File: src/rtl/sqe_pkg.sv
`timescale 1ns / 1ps

package sqe_pkg;

  localparam int unsigned DepthDef     = 32;
  localparam int unsigned ValueBitsDef = 32;

  localparam int unsigned PaddrW   = 3;
  localparam int unsigned DataW    = 32;
  localparam int unsigned ItemW    = 32;
  localparam int unsigned ActionW  = 3;
  localparam int unsigned StatusW  = 2;

  localparam logic RegQueueMode = 1'b0;

  typedef enum logic [ActionW-1:0] {
    ACT_PUSH  = 3'd0,
    ACT_POP   = 3'd1,
    ACT_PEEK  = 3'd2,
    ACT_SWAP  = 3'd3,
    ACT_PRINT = 3'd4
  } action_e;

  typedef enum logic [StatusW-1:0] {
    ST_OK    = 2'd0,
    ST_EMPTY = 2'd1,
    ST_SHORT = 2'd2,
    ST_FULL  = 2'd3
  } status_e;

endpackage

File: src/rtl/sqe_ram.sv
`timescale 1ns / 1ps

module sqe_ram #(
  parameter int unsigned WIDTH = 32,
  parameter int unsigned DEPTH = 32
) (
  input  logic                     clk_i,
  input  logic                     we_i,
  input  logic [$clog2(DEPTH)-1:0] waddr_i,
  input  logic [WIDTH-1:0]         wdata_i,
  input  logic                     re_i,
  input  logic [$clog2(DEPTH)-1:0] raddr_i,
  output logic [WIDTH-1:0]         rdata_o
);

  logic [WIDTH-1:0] mem_q [DEPTH];
  logic [WIDTH-1:0] rdata_q;

  always_ff @(posedge clk_i) begin
    if (we_i) begin
      mem_q[waddr_i] <= wdata_i;
    end
    if (re_i) begin
      rdata_q <= mem_q[raddr_i];
    end
  end

  assign rdata_o = rdata_q;

endmodule

File: src/rtl/sqe_slot.sv
`timescale 1ns / 1ps

module sqe_slot #(
  parameter int unsigned DEPTH = 32
) (
  input  logic [$clog2(DEPTH)-1:0] top_i,
  input  logic [$clog2(DEPTH)-1:0] offset_i,
  output logic [$clog2(DEPTH)-1:0] slot_o
);

  localparam int unsigned PW = $clog2(DEPTH);

  logic [PW:0] wrapped;

  assign wrapped = {1'b0, top_i} + (PW + 1)'(DEPTH) - {1'b0, offset_i};

  always_comb begin
    if (top_i >= offset_i) begin
      slot_o = top_i - offset_i;
    end else begin
      slot_o = wrapped[PW-1:0];
    end
  end

endmodule

File: src/rtl/stack_queue_engine_top.sv
`timescale 1ns / 1ps

// Bounded store of signed entries that works as a stack or, with queue_mode set, as a
// queue. An item is taken when start is high and busy is low; busy then stays high until
// the item's last result has been produced. Results appear on the result ports for one
// cycle each, marked by result_valid_o, and the receiver cannot stall them. The entries
// sit in a RAM with a registered read, and every access runs through it one at a
// time: push, pop and unused actions finish in S_EXEC, peek adds S_PEEK, swap adds
// S_SW_A, S_SW_B and S_SW_C, and print streams all entries, one entry per cycle.
module stack_queue_engine_top #(
  parameter int unsigned DEPTH      = sqe_pkg::DepthDef,
  parameter int unsigned VALUE_BITS = sqe_pkg::ValueBitsDef
) (
  input  logic                        clk_i,
  input  logic                        rst_ni,
  input  logic                        psel,
  input  logic                        penable,
  input  logic                        pwrite,
  input  logic [sqe_pkg::PaddrW-1:0]  paddr,
  input  logic [sqe_pkg::DataW-1:0]   pwdata,
  output logic [sqe_pkg::DataW-1:0]   prdata,
  output logic                        pready,
  input  logic                        start,
  output logic                        busy,
  input  logic [sqe_pkg::ActionW-1:0] action_i,
  input  logic signed [sqe_pkg::ItemW-1:0] push_value_i,
  output logic                        result_valid_o,
  output logic signed [sqe_pkg::ItemW-1:0] value_o,
  output logic                        has_value_o,
  output logic [sqe_pkg::StatusW-1:0] status_o,
  output logic                        last_o
);

  localparam int unsigned PW = $clog2(DEPTH);
  localparam int unsigned CW = $clog2(DEPTH + 1);

  typedef enum logic [2:0] {
    S_IDLE,
    S_EXEC,
    S_PEEK,
    S_SW_A,
    S_SW_B,
    S_SW_C,
    S_PRINT
  } state_e;

  state_e                         state_q;
  logic                           queue_mode_q;
  logic [PW-1:0]                  top_q;
  logic [CW-1:0]                  count_q;
  logic [PW-1:0]                  cursor_q;
  logic [sqe_pkg::ActionW-1:0]    action_q;
  logic signed [sqe_pkg::ItemW-1:0] push_value_q;
  logic [VALUE_BITS-1:0]          tmp_q;

  logic                           res_valid_q;
  logic signed [sqe_pkg::ItemW-1:0] res_value_q;
  logic                           res_has_q;
  logic [sqe_pkg::StatusW-1:0]    res_status_q;
  logic                           res_last_q;

  logic                           ram_we;
  logic [PW-1:0]                  ram_waddr;
  logic [VALUE_BITS-1:0]          ram_wdata;
  logic                           ram_re;
  logic [PW-1:0]                  ram_raddr;
  logic [VALUE_BITS-1:0]          ram_rdata;

  logic [PW-1:0]                  slot_offset;
  logic [PW-1:0]                  slot;
  logic [PW-1:0]                  top_inc;
  logic [PW-1:0]                  cursor_inc;
  logic                           is_full;
  logic                           is_empty;
  logic                           is_short;
  logic                           print_last;
  logic                           accept;
  logic                           cfg_write;
  logic signed [sqe_pkg::ItemW-1:0] read_value;

  assign pready    = 1'b1;
  assign cfg_write = psel && penable && pwrite;
  assign prdata    = (paddr[2] == sqe_pkg::RegQueueMode)
                     ? {{(sqe_pkg::DataW-1){1'b0}}, queue_mode_q} : '0;

  assign busy   = (state_q != S_IDLE);
  assign accept = start && !busy;

  assign is_full    = (count_q == CW'(DEPTH));
  assign is_empty   = (count_q == '0);
  assign is_short   = (count_q < CW'(2));
  assign top_inc    = (top_q == PW'(DEPTH - 1)) ? '0 : top_q + PW'(1);
  assign cursor_inc = cursor_q + PW'(1);
  assign print_last = (({1'b0, cursor_q} + (PW + 1)'(1)) == (PW + 1)'(count_q));
  assign read_value = sqe_pkg::ItemW'($signed(ram_rdata));

  always_comb begin
    case (state_q)
      S_EXEC: begin
        slot_offset = (action_q == sqe_pkg::ACT_POP) ? PW'(1) : count_q[PW-1:0];
      end
      S_PRINT: begin
        slot_offset = cursor_inc;
      end
      default: begin
        slot_offset = PW'(1);
      end
    endcase
  end

  sqe_slot #(
    .DEPTH(DEPTH)
  ) u_slot (
    .top_i   (top_q),
    .offset_i(slot_offset),
    .slot_o  (slot)
  );

  always_comb begin
    ram_we    = 1'b0;
    ram_waddr = top_q;
    ram_wdata = VALUE_BITS'(push_value_q);
    ram_re    = 1'b0;
    ram_raddr = top_q;
    case (state_q)
      S_EXEC: begin
        case (action_q)
          sqe_pkg::ACT_PUSH: begin
            ram_we    = !is_full;
            ram_waddr = queue_mode_q ? slot : top_inc;
          end
          sqe_pkg::ACT_PEEK, sqe_pkg::ACT_PRINT: begin
            ram_re = !is_empty;
          end
          sqe_pkg::ACT_SWAP: begin
            ram_re = !is_short;
          end
          default: begin
            ram_re = 1'b0;
          end
        endcase
      end
      S_SW_A: begin
        ram_re    = 1'b1;
        ram_raddr = slot;
      end
      S_SW_B: begin
        ram_we    = 1'b1;
        ram_wdata = ram_rdata;
      end
      S_SW_C: begin
        ram_we    = 1'b1;
        ram_waddr = slot;
        ram_wdata = tmp_q;
      end
      S_PRINT: begin
        ram_re    = !print_last;
        ram_raddr = slot;
      end
      default: begin
        ram_we = 1'b0;
      end
    endcase
  end

  sqe_ram #(
    .WIDTH(VALUE_BITS),
    .DEPTH(DEPTH)
  ) u_ram (
    .clk_i  (clk_i),
    .we_i   (ram_we),
    .waddr_i(ram_waddr),
    .wdata_i(ram_wdata),
    .re_i   (ram_re),
    .raddr_i(ram_raddr),
    .rdata_o(ram_rdata)
  );

  always_ff @(posedge clk_i) begin
    if (accept) begin
      action_q     <= action_i;
      push_value_q <= push_value_i;
    end
    if (state_q == S_SW_A) begin
      tmp_q <= ram_rdata;
    end
  end

  always_ff @(posedge clk_i or negedge rst_ni) begin
    if (!rst_ni) begin
      state_q      <= S_IDLE;
      queue_mode_q <= 1'b0;
      top_q        <= '0;
      count_q      <= '0;
      cursor_q     <= '0;
      res_valid_q  <= 1'b0;
      res_value_q  <= '0;
      res_has_q    <= 1'b0;
      res_status_q <= sqe_pkg::ST_OK;
      res_last_q   <= 1'b0;
    end else begin
      res_valid_q  <= 1'b0;
      res_value_q  <= '0;
      res_has_q    <= 1'b0;
      res_status_q <= sqe_pkg::ST_OK;
      res_last_q   <= 1'b1;
      if (cfg_write && (paddr[2] == sqe_pkg::RegQueueMode)) begin
        queue_mode_q <= pwdata[0];
      end
      case (state_q)
        S_IDLE: begin
          if (accept) begin
            state_q <= S_EXEC;
          end
        end
        S_EXEC: begin
          state_q <= S_IDLE;
          case (action_q)
            sqe_pkg::ACT_PUSH: begin
              res_valid_q <= 1'b1;
              if (is_full) begin
                res_status_q <= sqe_pkg::ST_FULL;
              end else begin
                count_q <= count_q + CW'(1);
                if (!queue_mode_q) begin
                  top_q <= top_inc;
                end
              end
            end
            sqe_pkg::ACT_POP: begin
              res_valid_q <= 1'b1;
              if (is_empty) begin
                res_status_q <= sqe_pkg::ST_EMPTY;
              end else begin
                top_q   <= slot;
                count_q <= count_q - CW'(1);
              end
            end
            sqe_pkg::ACT_PEEK: begin
              if (is_empty) begin
                res_valid_q  <= 1'b1;
                res_status_q <= sqe_pkg::ST_EMPTY;
              end else begin
                state_q <= S_PEEK;
              end
            end
            sqe_pkg::ACT_SWAP: begin
              if (is_short) begin
                res_valid_q  <= 1'b1;
                res_status_q <= sqe_pkg::ST_SHORT;
              end else begin
                state_q <= S_SW_A;
              end
            end
            sqe_pkg::ACT_PRINT: begin
              if (is_empty) begin
                res_valid_q <= 1'b1;
              end else begin
                cursor_q <= '0;
                state_q  <= S_PRINT;
              end
            end
            default: begin
              res_valid_q <= 1'b1;
            end
          endcase
        end
        S_PEEK: begin
          state_q     <= S_IDLE;
          res_valid_q <= 1'b1;
          res_value_q <= read_value;
          res_has_q   <= 1'b1;
        end
        S_SW_A: begin
          state_q <= S_SW_B;
        end
        S_SW_B: begin
          state_q <= S_SW_C;
        end
        S_SW_C: begin
          state_q     <= S_IDLE;
          res_valid_q <= 1'b1;
        end
        S_PRINT: begin
          res_valid_q <= 1'b1;
          res_value_q <= read_value;
          res_has_q   <= 1'b1;
          res_last_q  <= print_last;
          if (print_last) begin
            state_q  <= S_IDLE;
            cursor_q <= '0;
          end else begin
            cursor_q <= cursor_inc;
          end
        end
        default: begin
          state_q <= S_IDLE;
        end
      endcase
    end
  end

  assign result_valid_o = res_valid_q;
  assign value_o        = res_value_q;
  assign has_value_o    = res_has_q;
  assign status_o       = res_status_q;
  assign last_o         = res_last_q;

endmodule

File: config.mk
export PLATFORM = sky130hd
export DESIGN_NAME = stack_queue_engine_top
export DESIGN_NICKNAME = d
export VERILOG_FILES = /design/src/rtl/sqe_pkg.sv /design/src/rtl/sqe_ram.sv /design/src/rtl/sqe_slot.sv /design/src/rtl/stack_queue_engine_top.sv
export SDC_FILE = /design/constraint.sdc
export NUM_CORES = 1
export LEC_CHECK = 0
export BUFFER_PORTS_ARGS = -buffer_cell sky130_fd_sc_hd__buf_2
export CAP_MARGIN = 20
export CORE_ASPECT_RATIO = 1.75
export CORE_MARGIN = 2
export CORE_UTILIZATION = 45
export DETAILED_ROUTE_END_ITERATION = 10
export PLACE_DENSITY = 0.71
export SETUP_SLACK_MARGIN = 0.1
export SKIP_CTS_REPAIR_TIMING = 1
export SYNTH_ARGS = -nofsm -noshare
export SYNTH_HDL_FRONTEND = slang
export SYNTH_SLANG_ARGS = --single-unit
File: constraint.sdc
create_clock -name clk_i -period 7.8 [get_ports clk_i]
set_clock_uncertainty 0.2 [all_clocks]
set_input_delay 0 -clock clk_i [delete_from_list [all_inputs] [get_ports clk_i]]
set_output_delay 0 -clock clk_i [all_outputs]
set_load 0.01 [all_outputs]
* Yosys cells after proc, flatten, opt, wreduce, memory -nomap -nowiden *
Memories as Yosys holds them, arrays and structs flattened. A register that Yosys moved wholly into a read port is not among the register bits.
Cells that the tools add are included.

word-level totals
  flip-flop bits (word level) = 124
  memory bits (writable) = 1,024
  input bits = 76
  output and inout port bits = 71
  logic and storage cells = 116
  memories = 1

cells by class
  add/subtract/negate cells = 8
  $lt $le $gt $ge = 2
  equality and inequality tests = 20
  muxes and demuxes = 46
  bitwise operators = 1
  reductions and logical operators = 25

memories
  memory       depth  bits a word  rd ports  clocked after Yosys merged registers in  write ports  RTL line       text
  u_ram.mem_q  32     32           1         1                                        1            sqe_ram.sv:16  logic [WIDTH-1:0] mem_q [DEPTH];

operator list
  kind                                                 number
  one-hot mux 32 bit (2 select lines)                  1
  two-way mux 5 bit                                    12
  one-hot mux 5 bit (2 select lines)                   4
  two-way mux 32 bit                                   1
  adder 5 x 1 -> 5 bit, second input constant          3
  one-hot mux 3 bit (5 select lines)                   1
  inequality test 2 bit, second input constant         7
  equality test 3 x 2 -> 1 bit, second input constant  4
  equality test 3 bit, second input constant           4
  two-way mux 6 bit                                    2
  one-hot mux 6 bit (2 select lines)                   1
  two-way mux 2 bit                                    5
  OR reduction 2 bit                                   5
  subtractor 5 bit                                     2
  two-way mux 1 bit                                    9
  two-way mux 3 bit                                    3
  one-hot mux 3 bit (3 select lines)                   1
  one-hot mux 1 bit (2 select lines)                   4
  adder 5 x 1 -> 6 bit, second input constant          1
  adder 6 x 1 -> 6 bit, second input constant          1
  equality test 3 x 1 -> 1 bit, second input constant  2
  equality test 6 bit                                  1
  equality test 6 bit, second input constant           1
  logical NOT 3 bit                                    2
  other kinds (17)                                     25

* Longest topological paths before layout *
Gate-level depths: netlist of the first run.

  word-level depth = 8
  gate-level depth with buffers = 19
  depth with buffers taken out = 13

* Cells and area by module *
Synthesis of the first run repeated with hierarchy kept, for this count alone.

second synthesis, totals
  cells, all modules = 2,803
  area, all modules = 46,995.1 µm²

by module, submodules not included
  module                  instances  cells each  area an instance (µm²)  sequential area each (µm²)
  sqe_ram                 1          2,260       40,812.9                31,710.4
  stack_queue_engine_top  1          520         6,018.3                 3,438.3
  sqe_slot                1          23          163.9                   0.0

* Worst setup path after synthesis of the first run *
Ideal clock, no wire load.

  path kind = reg2reg
  from = register state_q[1]
  to = memory u_ram.mem_q[0][0] (enable)
  library setup time = 0.421 ns
  data arrival time = 4.658 ns
  data required time = 7.179 ns
  path slack = 2.521 ns
  cell stages (with the launch flop) = 16
  buffers on the path = 3
  clock period less this slack = 5.279 ns
  cells stage by stage = dfrtp_1 buf_2 buf_2 nor3b_1 clkbuf_1 a32oi_1 ha_1 inv_1 fa_1 nand3_1 nand2_1 mux2i_1 nor4b_2 a2111oi_2 nand3_1 nor2_1

on the way
  longest elaborated chain between the ends = 7
  elaborated cells between the ends (all ways) = 16
  those cells by class = add/sub: 2; order compare: 1; eq/ne: 4; mux: 8; reduce/logical: 1

RTL lines
  element                                                              RTL line                                                     text
  start: declaration                                                   stack_queue_engine_top.sv:47                                 state_e state_q;
  start signal: assignment                                             stack_queue_engine_top.sv:191                                state_q <= S_IDLE;
  start signal: assignment                                             stack_queue_engine_top.sv:213                                state_q <= S_EXEC;
  start signal: assignment                                             stack_queue_engine_top.sv:217                                state_q <= S_IDLE;
  equality test 3 bit or equality test 3 x 1 -> 1 bit (tied branches)  stack_queue_engine_top.sv:98, stack_queue_engine_top.sv:125
  one-hot mux 5 bit (2 select lines)                                   stack_queue_engine_top.sv:98                                 case (state_q)
  subtractor 5 bit (tied with other cells)                             sqe_slot.sv:15                                               assign wrapped = {1'b0, top_i} + (PW + 1)'(DEPTH) - {1'b0, offset_i};
  two-way mux 5 bit                                                    sqe_slot.sv:18                                               if (top_i >= offset_i) begin
  two-way mux 5 bit                                                    stack_queue_engine_top.sv:130                                ram_waddr = queue_mode_q ? slot : top_inc;
  two-way mux 5 bit                                                    stack_queue_engine_top.sv:127                                case (action_q)
  one-hot mux 5 bit (2 select lines)                                   stack_queue_engine_top.sv:125                                case (state_q)
  end: declaration                                                     sqe_ram.sv:16

Several ways; a longest one is shown, not always the timed one.

* Final worst setup path of the first run *
  from = register action_q[1] (netlist bit)
  to = memory u_ram.mem_q[5][20] (enable)

on the way
  longest elaborated chain between the ends = 8
  elaborated cells between the ends (all ways) = 15
  those cells by class = add/sub: 2; order compare: 1; eq/ne: 1; mux: 10; reduce/logical: 1

RTL lines
  element                                   RTL line                       text
  start: declaration                        stack_queue_engine_top.sv:52   logic [sqe_pkg::ActionW-1:0] action_q;
  start signal: assignment                  stack_queue_engine_top.sv:181  action_q <= action_i;
  equality test 3 x 1 -> 1 bit              stack_queue_engine_top.sv:100  slot_offset = (action_q == sqe_pkg::ACT_POP) ? PW'(1) : count_q[PW-1:0];
  two-way mux 5 bit                         stack_queue_engine_top.sv:100
  one-hot mux 5 bit (2 select lines)        stack_queue_engine_top.sv:98
  subtractor 5 bit (tied with other cells)  sqe_slot.sv:15
  two-way mux 5 bit                         sqe_slot.sv:18
  two-way mux 5 bit                         stack_queue_engine_top.sv:130
  two-way mux 5 bit                         stack_queue_engine_top.sv:127
  one-hot mux 5 bit (2 select lines)        stack_queue_engine_top.sv:125

Several ways; a longest one is shown, not always the timed one.

==> results of run 1 <==
state kept, by name, summed over array words and instances, names as in the netlist:
name and count:
status_o 2, action_q 3, top_q 5, result_valid_o 1, state_q 3, last_o 1, cursor_q 5, queue_mode_q 1
has_value_o 1, push_value_q 32, count_q 6, u_ram.mem_q 1024, tmp_q 32, u_ram.rdata_o 32, value_o 32
how the worst max path moves through the flow:
stage | endpoint | slack [ns]
floorplan | u_ram.mem_q[0][0] | 2.52
global placement | u_ram.rdata_o[22] | 2.07
finish | u_ram.mem_q[5][20] | 1.91
global route | u_ram.mem_q[5][20] | 1.61
CTS | u_ram.mem_q[5][13] | 2.01
detailed placement | u_ram.mem_q[5][16] | 2.02
area by class of cell:
type                       count  share of cell area [%]
clock buffer                 120                   4.286
clock inverter                48                  0.8018
sequential                  1180                   60.73
multi-input combinational   1649                   26.71
tap                         1494                   3.229
timing repair buffer         282                   4.178
inverter                      10                 0.06484
antenna                        1                0.004322
synthesized netlist by cell type, drive strengths merged (3+ instances only):
| master | n | area share (%) |
|---|---|---|
| a22o | 26 | 0.44 |
| a211oi | 122 | 1.8 |
| and3 | 99 | 1.2 |
| mux4 | 304 | 13 |
| o21ai | 54 | 0.53 |
| o21bai | 3 | 0.044 |
| nor4 | 37 | 0.48 |
| clkbuf | 138 | 1.0 |
| xnor2 | 15 | 0.26 |
| or3 | 6 | 0.093 |
| inv | 10 | 0.073 |
| ha | 15 | 0.37 |
| nor4b | 3 | 0.063 |
| dfrtp | 57 | 2.8 |
| a221o | 30 | 0.58 |
| nor2b | 7 | 0.085 |
| nand2b | 8 | 0.097 |
| nand2 | 394 | 2.9 |
| a31oi | 41 | 0.50 |
| a22oi | 7 | 0.10 |
| buf | 132 | 1.5 |
| a311oi | 72 | 1.3 |
| a221oi | 32 | 0.56 |
| xor2 | 10 | 0.22 |
| and2 | 36 | 0.44 |
| nor2 | 70 | 0.53 |
| edfxtp | 1123 | 66 |
| nand3 | 23 | 0.23 |
| or2 | 4 | 0.049 |
| mux2i | 47 | 0.92 |
| nor3 | 16 | 0.20 |
| a21oi | 106 | 1.0 |
report_power, final:
group	internal [W]	total (W)	switching, W
combinational	0.00414	0.0105	0.00637
clock	0.00252	0.00471	0.00219
sequential	0.00836	0.00869	0.000334
total	0.0150	0.0239	0.00890
logic make-up (layout without fill, tap and decap cells):
family / count (synthesis) / after routing / share of synthesized area [%]
and+or+nand+nor: 713 / 713 / 6.543
other: 2 / 33 / 0.01462
AOI/OAI and AO/OA: 510 / 510 / 7.227
buffers and inverters: 280 / 460 / 2.597
xor gates and xnor gates: 25 / 25 / 0.4775
DFF: 1180 / 1180 / 68.43
muxes: 352 / 352 / 14.27
adders and majority gates: 17 / 17 / 0.4433
per-layer routing:
metal  track usage, %  up-vias  routed length [µm]  part of all wire [%]
met5                0        -                  13                 0.010
met4            8.181        2                4294                   3.3
met3            2.811      271                9321                   7.3
met2            39.73     1496               69700                    54
met1            25.27    15630               45160                    35
li1                 -    12660                   -                     -
per-stage QoR:
step / worst slack, ns / total power, W
2_1_floorplan: 2.521 / 0.01594
3_3_place_gp: 2.072 / 0.01889
3_5_place_dp: 2.017 / 0.01915
4_1_cts: 2.010 / 0.02380
5_1_grt: 1.615 / 0.02490
6_report: 1.907 / 0.02391
worst min-delay path, stage by stage:
cell and delay [ns]:
buf_2 0.10, nand4b_1 0.08, mux2_2 0.15, dlygate4sd3_1 0.54
==> summary.txt, run 1 <==
Layout
  – Net count reported at finish: between 3,000 and 4,000
  – Register area: roughly 35,000 µm²
  – Post-layout util: between 50% and 60%
  – Most frequent cells in the layout: edfxtp_1, nand2_1, mux4_2
  – Finished Layout Cells: approximately 4,800
  – Most common cell after layout, fill and taps aside: edfxtp_1
  – Fill cells: between 8,000 and 9,000
  – Area delta synth->final: 12.71%
  – Fin area: around 58,000 µm²
  – Multi-input logic area: approximately 15,000 µm²
  – Layout cells sized above 1: a little under a quarter

Setup path
  – FF-to-FF path depth: 14
  – Crit path required time: roughly 8 ns
  – Crit path cell chain: nor2_1 -> nand2_1 -> a32oi_1 -> ha_4 -> inv_1 -> fa_4 -> nand3_1 -> nand2_1 -> mux2i_1 -> nor4b_2 -> a2111oi_2 -> nand3_1 -> nor2_4 -> buf_4
  – Max incr delay on CP: roughly 0.83 ns
  – FF-to-FF Start: action_q[1]
  – RR Endpoint: u_ram.mem_q[5][20]
  – Critical path's slowest cell: nor2_4
  – FF-to-FF setup slack: 1.91 ns
  – Critical Path AT: 6.07 ns
  – Startpoint class of the critical path: register
  – Crit-path max FO: 18
  – CP top delay family: simple AND/OR/NAND/NOR gates
  – Crit Path Class: reg2reg
  – Worst Setup SP: action_q[1]
  – Instance count on the critical path: 14
  – Crit. End Element: register
  – Buffers & Inverters on Critical Path: 2

Pwr
  – VDD IR-drop max: a little under 0.8 mV
  – Leak pwr: between 15 and 20 nW
  – Pwr Density: approximately 410 nW/µm²

Global routing
  – Vias in the first global route: 30,130
  – Initial antenna violation count: 2
  – Total gr overflow: 0
  – Overall Global Routing Usage: 21.53%
  – Largest net degree at the start of global routing: between 100 and 150
  – First-pass GRT wire length: between 150,000 and 200,000 µm

Place
  – HPWL after DPL: 76,070 µm
  – Port bufs: 81
  – Placed instance area: between 50,000 and 60,000 µm²
  – Routability congestion estimate from global placement: just over 0.8
  – Dpl cells: between 4,000 and 5,000

Routing
  – Via density: about 6.3
  – Routed wire length: about 130,000 µm
  – Drc violations: 0
  – Routed wire per std cell: 26.86 µm
  – First drt pass iteration count: 5
  – DRT iter0 DRCs: 3,265
  – Total number of vias: approximately 30,000
  – Antenna Nets Post-Route: 0

Yosys
  – Yosys cell types: between 70 and 80
  – FF+latch count, synth: about 1,200
  – Post-synth top flop: edfxtp_1
  – FFs w/ async S/R, synth: under 10%
  – Seq/Total Area, Yosys: between 60% and 70%
  – Mapped Area: between 50,000 and 60,000 µm²
  – Post-synth EDFFs: 1,123
  – Syn Inst Count: slightly above 3,000
  – Synthesis warning total: 0
  – Synth Area per Inst: 16.68 µm²

Status
  – Outcome: finished clean

Timing
  – Final hold slack: 0.008106 ns
  – Minimum period implied by the final worst setup slack: 5.893 ns
  – Measured slew at the worst slew-check pin: approximately 1.1 ns
  – Sum Neg Setup Slack: 0 ns
  – Fmax: approximately 0.17 GHz
  – Final setup vio count: 0
  – Slew margin rel.: between 20 and 30%
  – RSZ-0062 raised after global routing: false
  – Fin. Hold Viols: 0
  – Tcrit/Tclk final: roughly three quarters
  – Pins over their slew limit: 0

Hold path
  – Min-delay worst type: in2reg
  – Worst Hold Path EP: queue_mode_q
  – Hold Path Cell Cnt: 4
  – Hold Path Origin: pwrite

Floorplan
  – Cell Rows: 164
  – Die Width: around 260 µm
  – Die height: ~450 µm
  – Overall die area: 117,000 µm²
  – Starting Density: between 40 and 50%
  – Core ar.: 113,700 µm²
  – I/O Pins: approximately 150

Clock network
  – H-tree depth: 3
  – Skew-Pair Late Insertion Delay: about 0.7 ns
  – CTS Buf Count: just over 90
  – CTS sink cnt: around 1,200
  – CTS tree: yes
  – Clock-pin slew on the worst setup and hold paths: roughly 0.070 ns
  – Clock Tree Root: clkbuf_16
  – Worst-case clock buffer depth: 3

Run
  – Max cap viols: 0
Power figures use the tool's default switching activity.
==> run 2: changes to the inputs <==
==> constraint.sdc (replaced) <==
create_clock -name clk_i -period 5.6 [get_ports clk_i]
set_clock_uncertainty 0.2 [all_clocks]
set_input_delay 0 -clock clk_i [delete_from_list [all_inputs] [get_ports clk_i]]
set_output_delay 0 -clock clk_i [all_outputs]
set_load 0.01 [all_outputs]
==> run 2 against run 1 <==
Global-route usage decreased by 0.091 points; utilization increased by 0.88 points; final area increased by 1.7%; wire length decreased by 1.0%; combinational power increased by 46%; first-iteration DRC count decreased by 14%; total power increased by 45%; count of clock-buffer cells in the layout decreased by 6; register-to-register slack got worse by 1.2 ns; critical path depth unchanged; largest cell class unchanged; die area unchanged; the run now ends with negative hold slack left.
==> summary.txt, run 2 (synthesized netlist as in run 1, its figures left out) <==
Status
  – Outcome: finished with violations (was finished clean)
  – Failing checks: negative hold slack

Floorplan
  – I/O Pins: 147 (unchanged)
  – Die height: 450.9 µm (unchanged)
  – Overall die area: 117,000 µm² (unchanged)
  – Starting Density: 45.18% (unchanged)
  – Core ar.: 113,700 µm² (unchanged)
  – Die Width: 259.4 µm (unchanged)
  – Cell Rows: 164 (unchanged)

Timing
  – Minimum period implied by the final worst setup slack: 4.907 ns (was 5.893 ns)
  – Tcrit/Tclk final: 87.62% (was 75.55%)
  – RSZ-0062 raised after global routing: false (unchanged)
  – Fmax: 0.2038 GHz (was 0.1697 GHz)
  – Final setup vio count: 0 (unchanged)
  – Measured slew at the worst slew-check pin: 0.9776 ns (was 1.053 ns)
  – Pins over their slew limit: 0 (unchanged)
  – Fin. Hold Viols: 2 (was 0)
  – Slew margin rel.: 34.83% (was 29.60%)
  – Sum Neg Setup Slack: 0 ns (unchanged)
  – Final hold slack: -0.008650 ns (was 0.008106 ns)

Setup path
  – Crit path required time: 5.79 ns (was 7.97 ns)
  – Critical Path AT: 5.10 ns (was 6.07 ns)
  – Crit. End Element: register (unchanged)
  – Startpoint class of the critical path: register (unchanged)
  – Crit Path Class: reg2reg (unchanged)
  – Crit-path max FO: 26 (was 18)

Global routing
  – Vias in the first global route: 30,670 (was 30,130)
  – Total gr overflow: 0 (unchanged)
  – Initial antenna violation count: 1 (was 2)
  – Overall Global Routing Usage: 21.43% (was 21.53%)
  – Largest net degree at the start of global routing: 89 (was 112)
  – First-pass GRT wire length: 188,400 µm (about the same)

Pwr
  – Pwr Density: 590.0 nW/µm² (was 413.1 nW/µm²)
  – VDD IR-drop max: 0.6362 mV (was 0.7724 mV)
  – Power Total: 0.03474 W (was 0.02391 W)
  – Leak pwr: 19.30 nW (was 18.90 nW)

Clock network
  – CTS Buf Count: 95 (was 93)
  – Worst-case clock buffer depth: 3 (unchanged)
  – Clock-pin slew on the worst setup and hold paths: 0.07 ns (about the same)
  – CTS tree: yes (unchanged)
  – Skew-Pair Late Insertion Delay: 0.71 ns (was 0.69 ns)
  – CTS sink cnt: 1,180 (unchanged)
  – H-tree depth: 3 (unchanged)
  – Clock Tree Root: clkbuf_16 (unchanged)

Routing
  – First drt pass iteration count: 6 (was 5)
  – Routed wire per std cell: 26.43 µm (was 26.86 µm)
  – Drc violations: 0 (unchanged)
  – Routed wire length: 127,200 µm (was 128,500 µm)
  – Via density: 6.239 (was 6.284)
  – Total number of vias: 30,020 (was 30,060)
  – Antenna Nets Post-Route: 0 (unchanged)
  – DRT iter0 DRCs: 2,808 (was 3,265)

Layout
  – Net count reported at finish: 3,329 (was 3,309)
  – Area delta synth->final: 14.65% (was 12.71%)
  – Most frequent cells in the layout: edfxtp_1, nand2_1, mux4_2 (unchanged)
  – Max reg flops: 1,024 (unchanged)
  – Layout cells sized above 1: 24.09% (was 23.05%)
  – Fill cells: 8,758 (was 8,887)
  – Most flop-heavy register: u_ram.mem_q (unchanged)
  – Most common cell after layout, fill and taps aside: edfxtp_1 (unchanged)

Place
  – Routability congestion estimate from global placement: 0.8286 (was 0.8217)
  – Port bufs: 81 (unchanged)
  – HPWL after DPL: 75,900 µm (was 76,070 µm)

Hold path
  – Min-delay worst type: in2reg (unchanged)

Run
  – Max cap viols: 0 (unchanged)
[run 2: report_power, final]
part,internal (W),switching [W]
combinational,0.00626,0.00905
sequential,0.0116,0.000454
clock,0.00417,0.00317
[run 2: path summary, 6_finish.rpt]
kind / endpoint / cells past startpoint / from / slack, ns
max in group asynchronous: top_q[1] / 4 / rst_ni / 4.26
worst max-delay path: u_ram.mem_q[31][22] / 14 / action_q[1] / 0.69
worst max register to register: u_ram.mem_q[31][22] / 14 / action_q[1] / 0.69
worst min register to register: tmp_q[24] / 0 / u_ram.rdata_o[24] / 0.27
worst min-delay path: queue_mode_q / 4 / pwrite / -0.009
min in group asynchronous: count_q[4] / 4 / rst_ni / 0.32
[run 2: final cells by class]
cell class / count / area, µm² / area share [%]
Antenna cell: 1 / 2.502 / 0.004249
Clock buffer: 114 / 2564 / 4.353
Clock inverter: 64 / 845.8 / 1.436
Inverter: 10 / 37.54 / 0.06374
Multi-Input combinational cell: 1649 / 15460 / 26.26
Sequential cell: 1180 / 35160 / 59.70
Tap cell: 1494 / 1869 / 3.174
Timing Repair Buffer: 300 / 2953 / 5.014
[run 2: stage by stage]
step	instance area (µm²)	utilization [%]	std cells	hold WS, ns	worst slack [ns]
floorplan	51480	-	3109	-0.4956	0.3209
global placement	54390	47.84	4536	-0.01825	0.7953
detailed placement	54470	47.92	4541	-0.02184	0.7033
CTS	57880	50.92	4719	-0.7657	0.6669
global route	58890	51.81	4812	0.009211	0.3638
finish	58890	51.81	4812	-0.008650	0.6931
[run 2: metal layers]
| layer | wire length, µm | vias to the layer above | part of all wire, % | global-route usage (%) |
|---|---|---|---|---|
| met3 | 9113 | 271 | 7.2 | 2.525 |
| met1 | 44720 | 15560 | 35 | 25.14 |
| met2 | 68970 | 1467 | 54 | 39.71 |
| met4 | 4357 | 0 | 3.4 | 8.315 |
| li1 | - | 12720 | - | - |
| met5 | 0 | - | 0 | 0 |
[run 2: worst max-delay path: stages (launching register included)]
cell,delay [ns]
edfxtp_1,0.52
nor2_1,0.23
nand2_1,0.10
buf_4,0.21
ha_1,0.19
a22oi_1,0.21
ha_1,0.34
a21oi_1,0.24
a21boi_2,0.14
nor2_1,0.36
a32oi_1,0.16
o21ai_1,0.34
nand2_1,0.54
nor2_4,0.51
buf_12,0.26
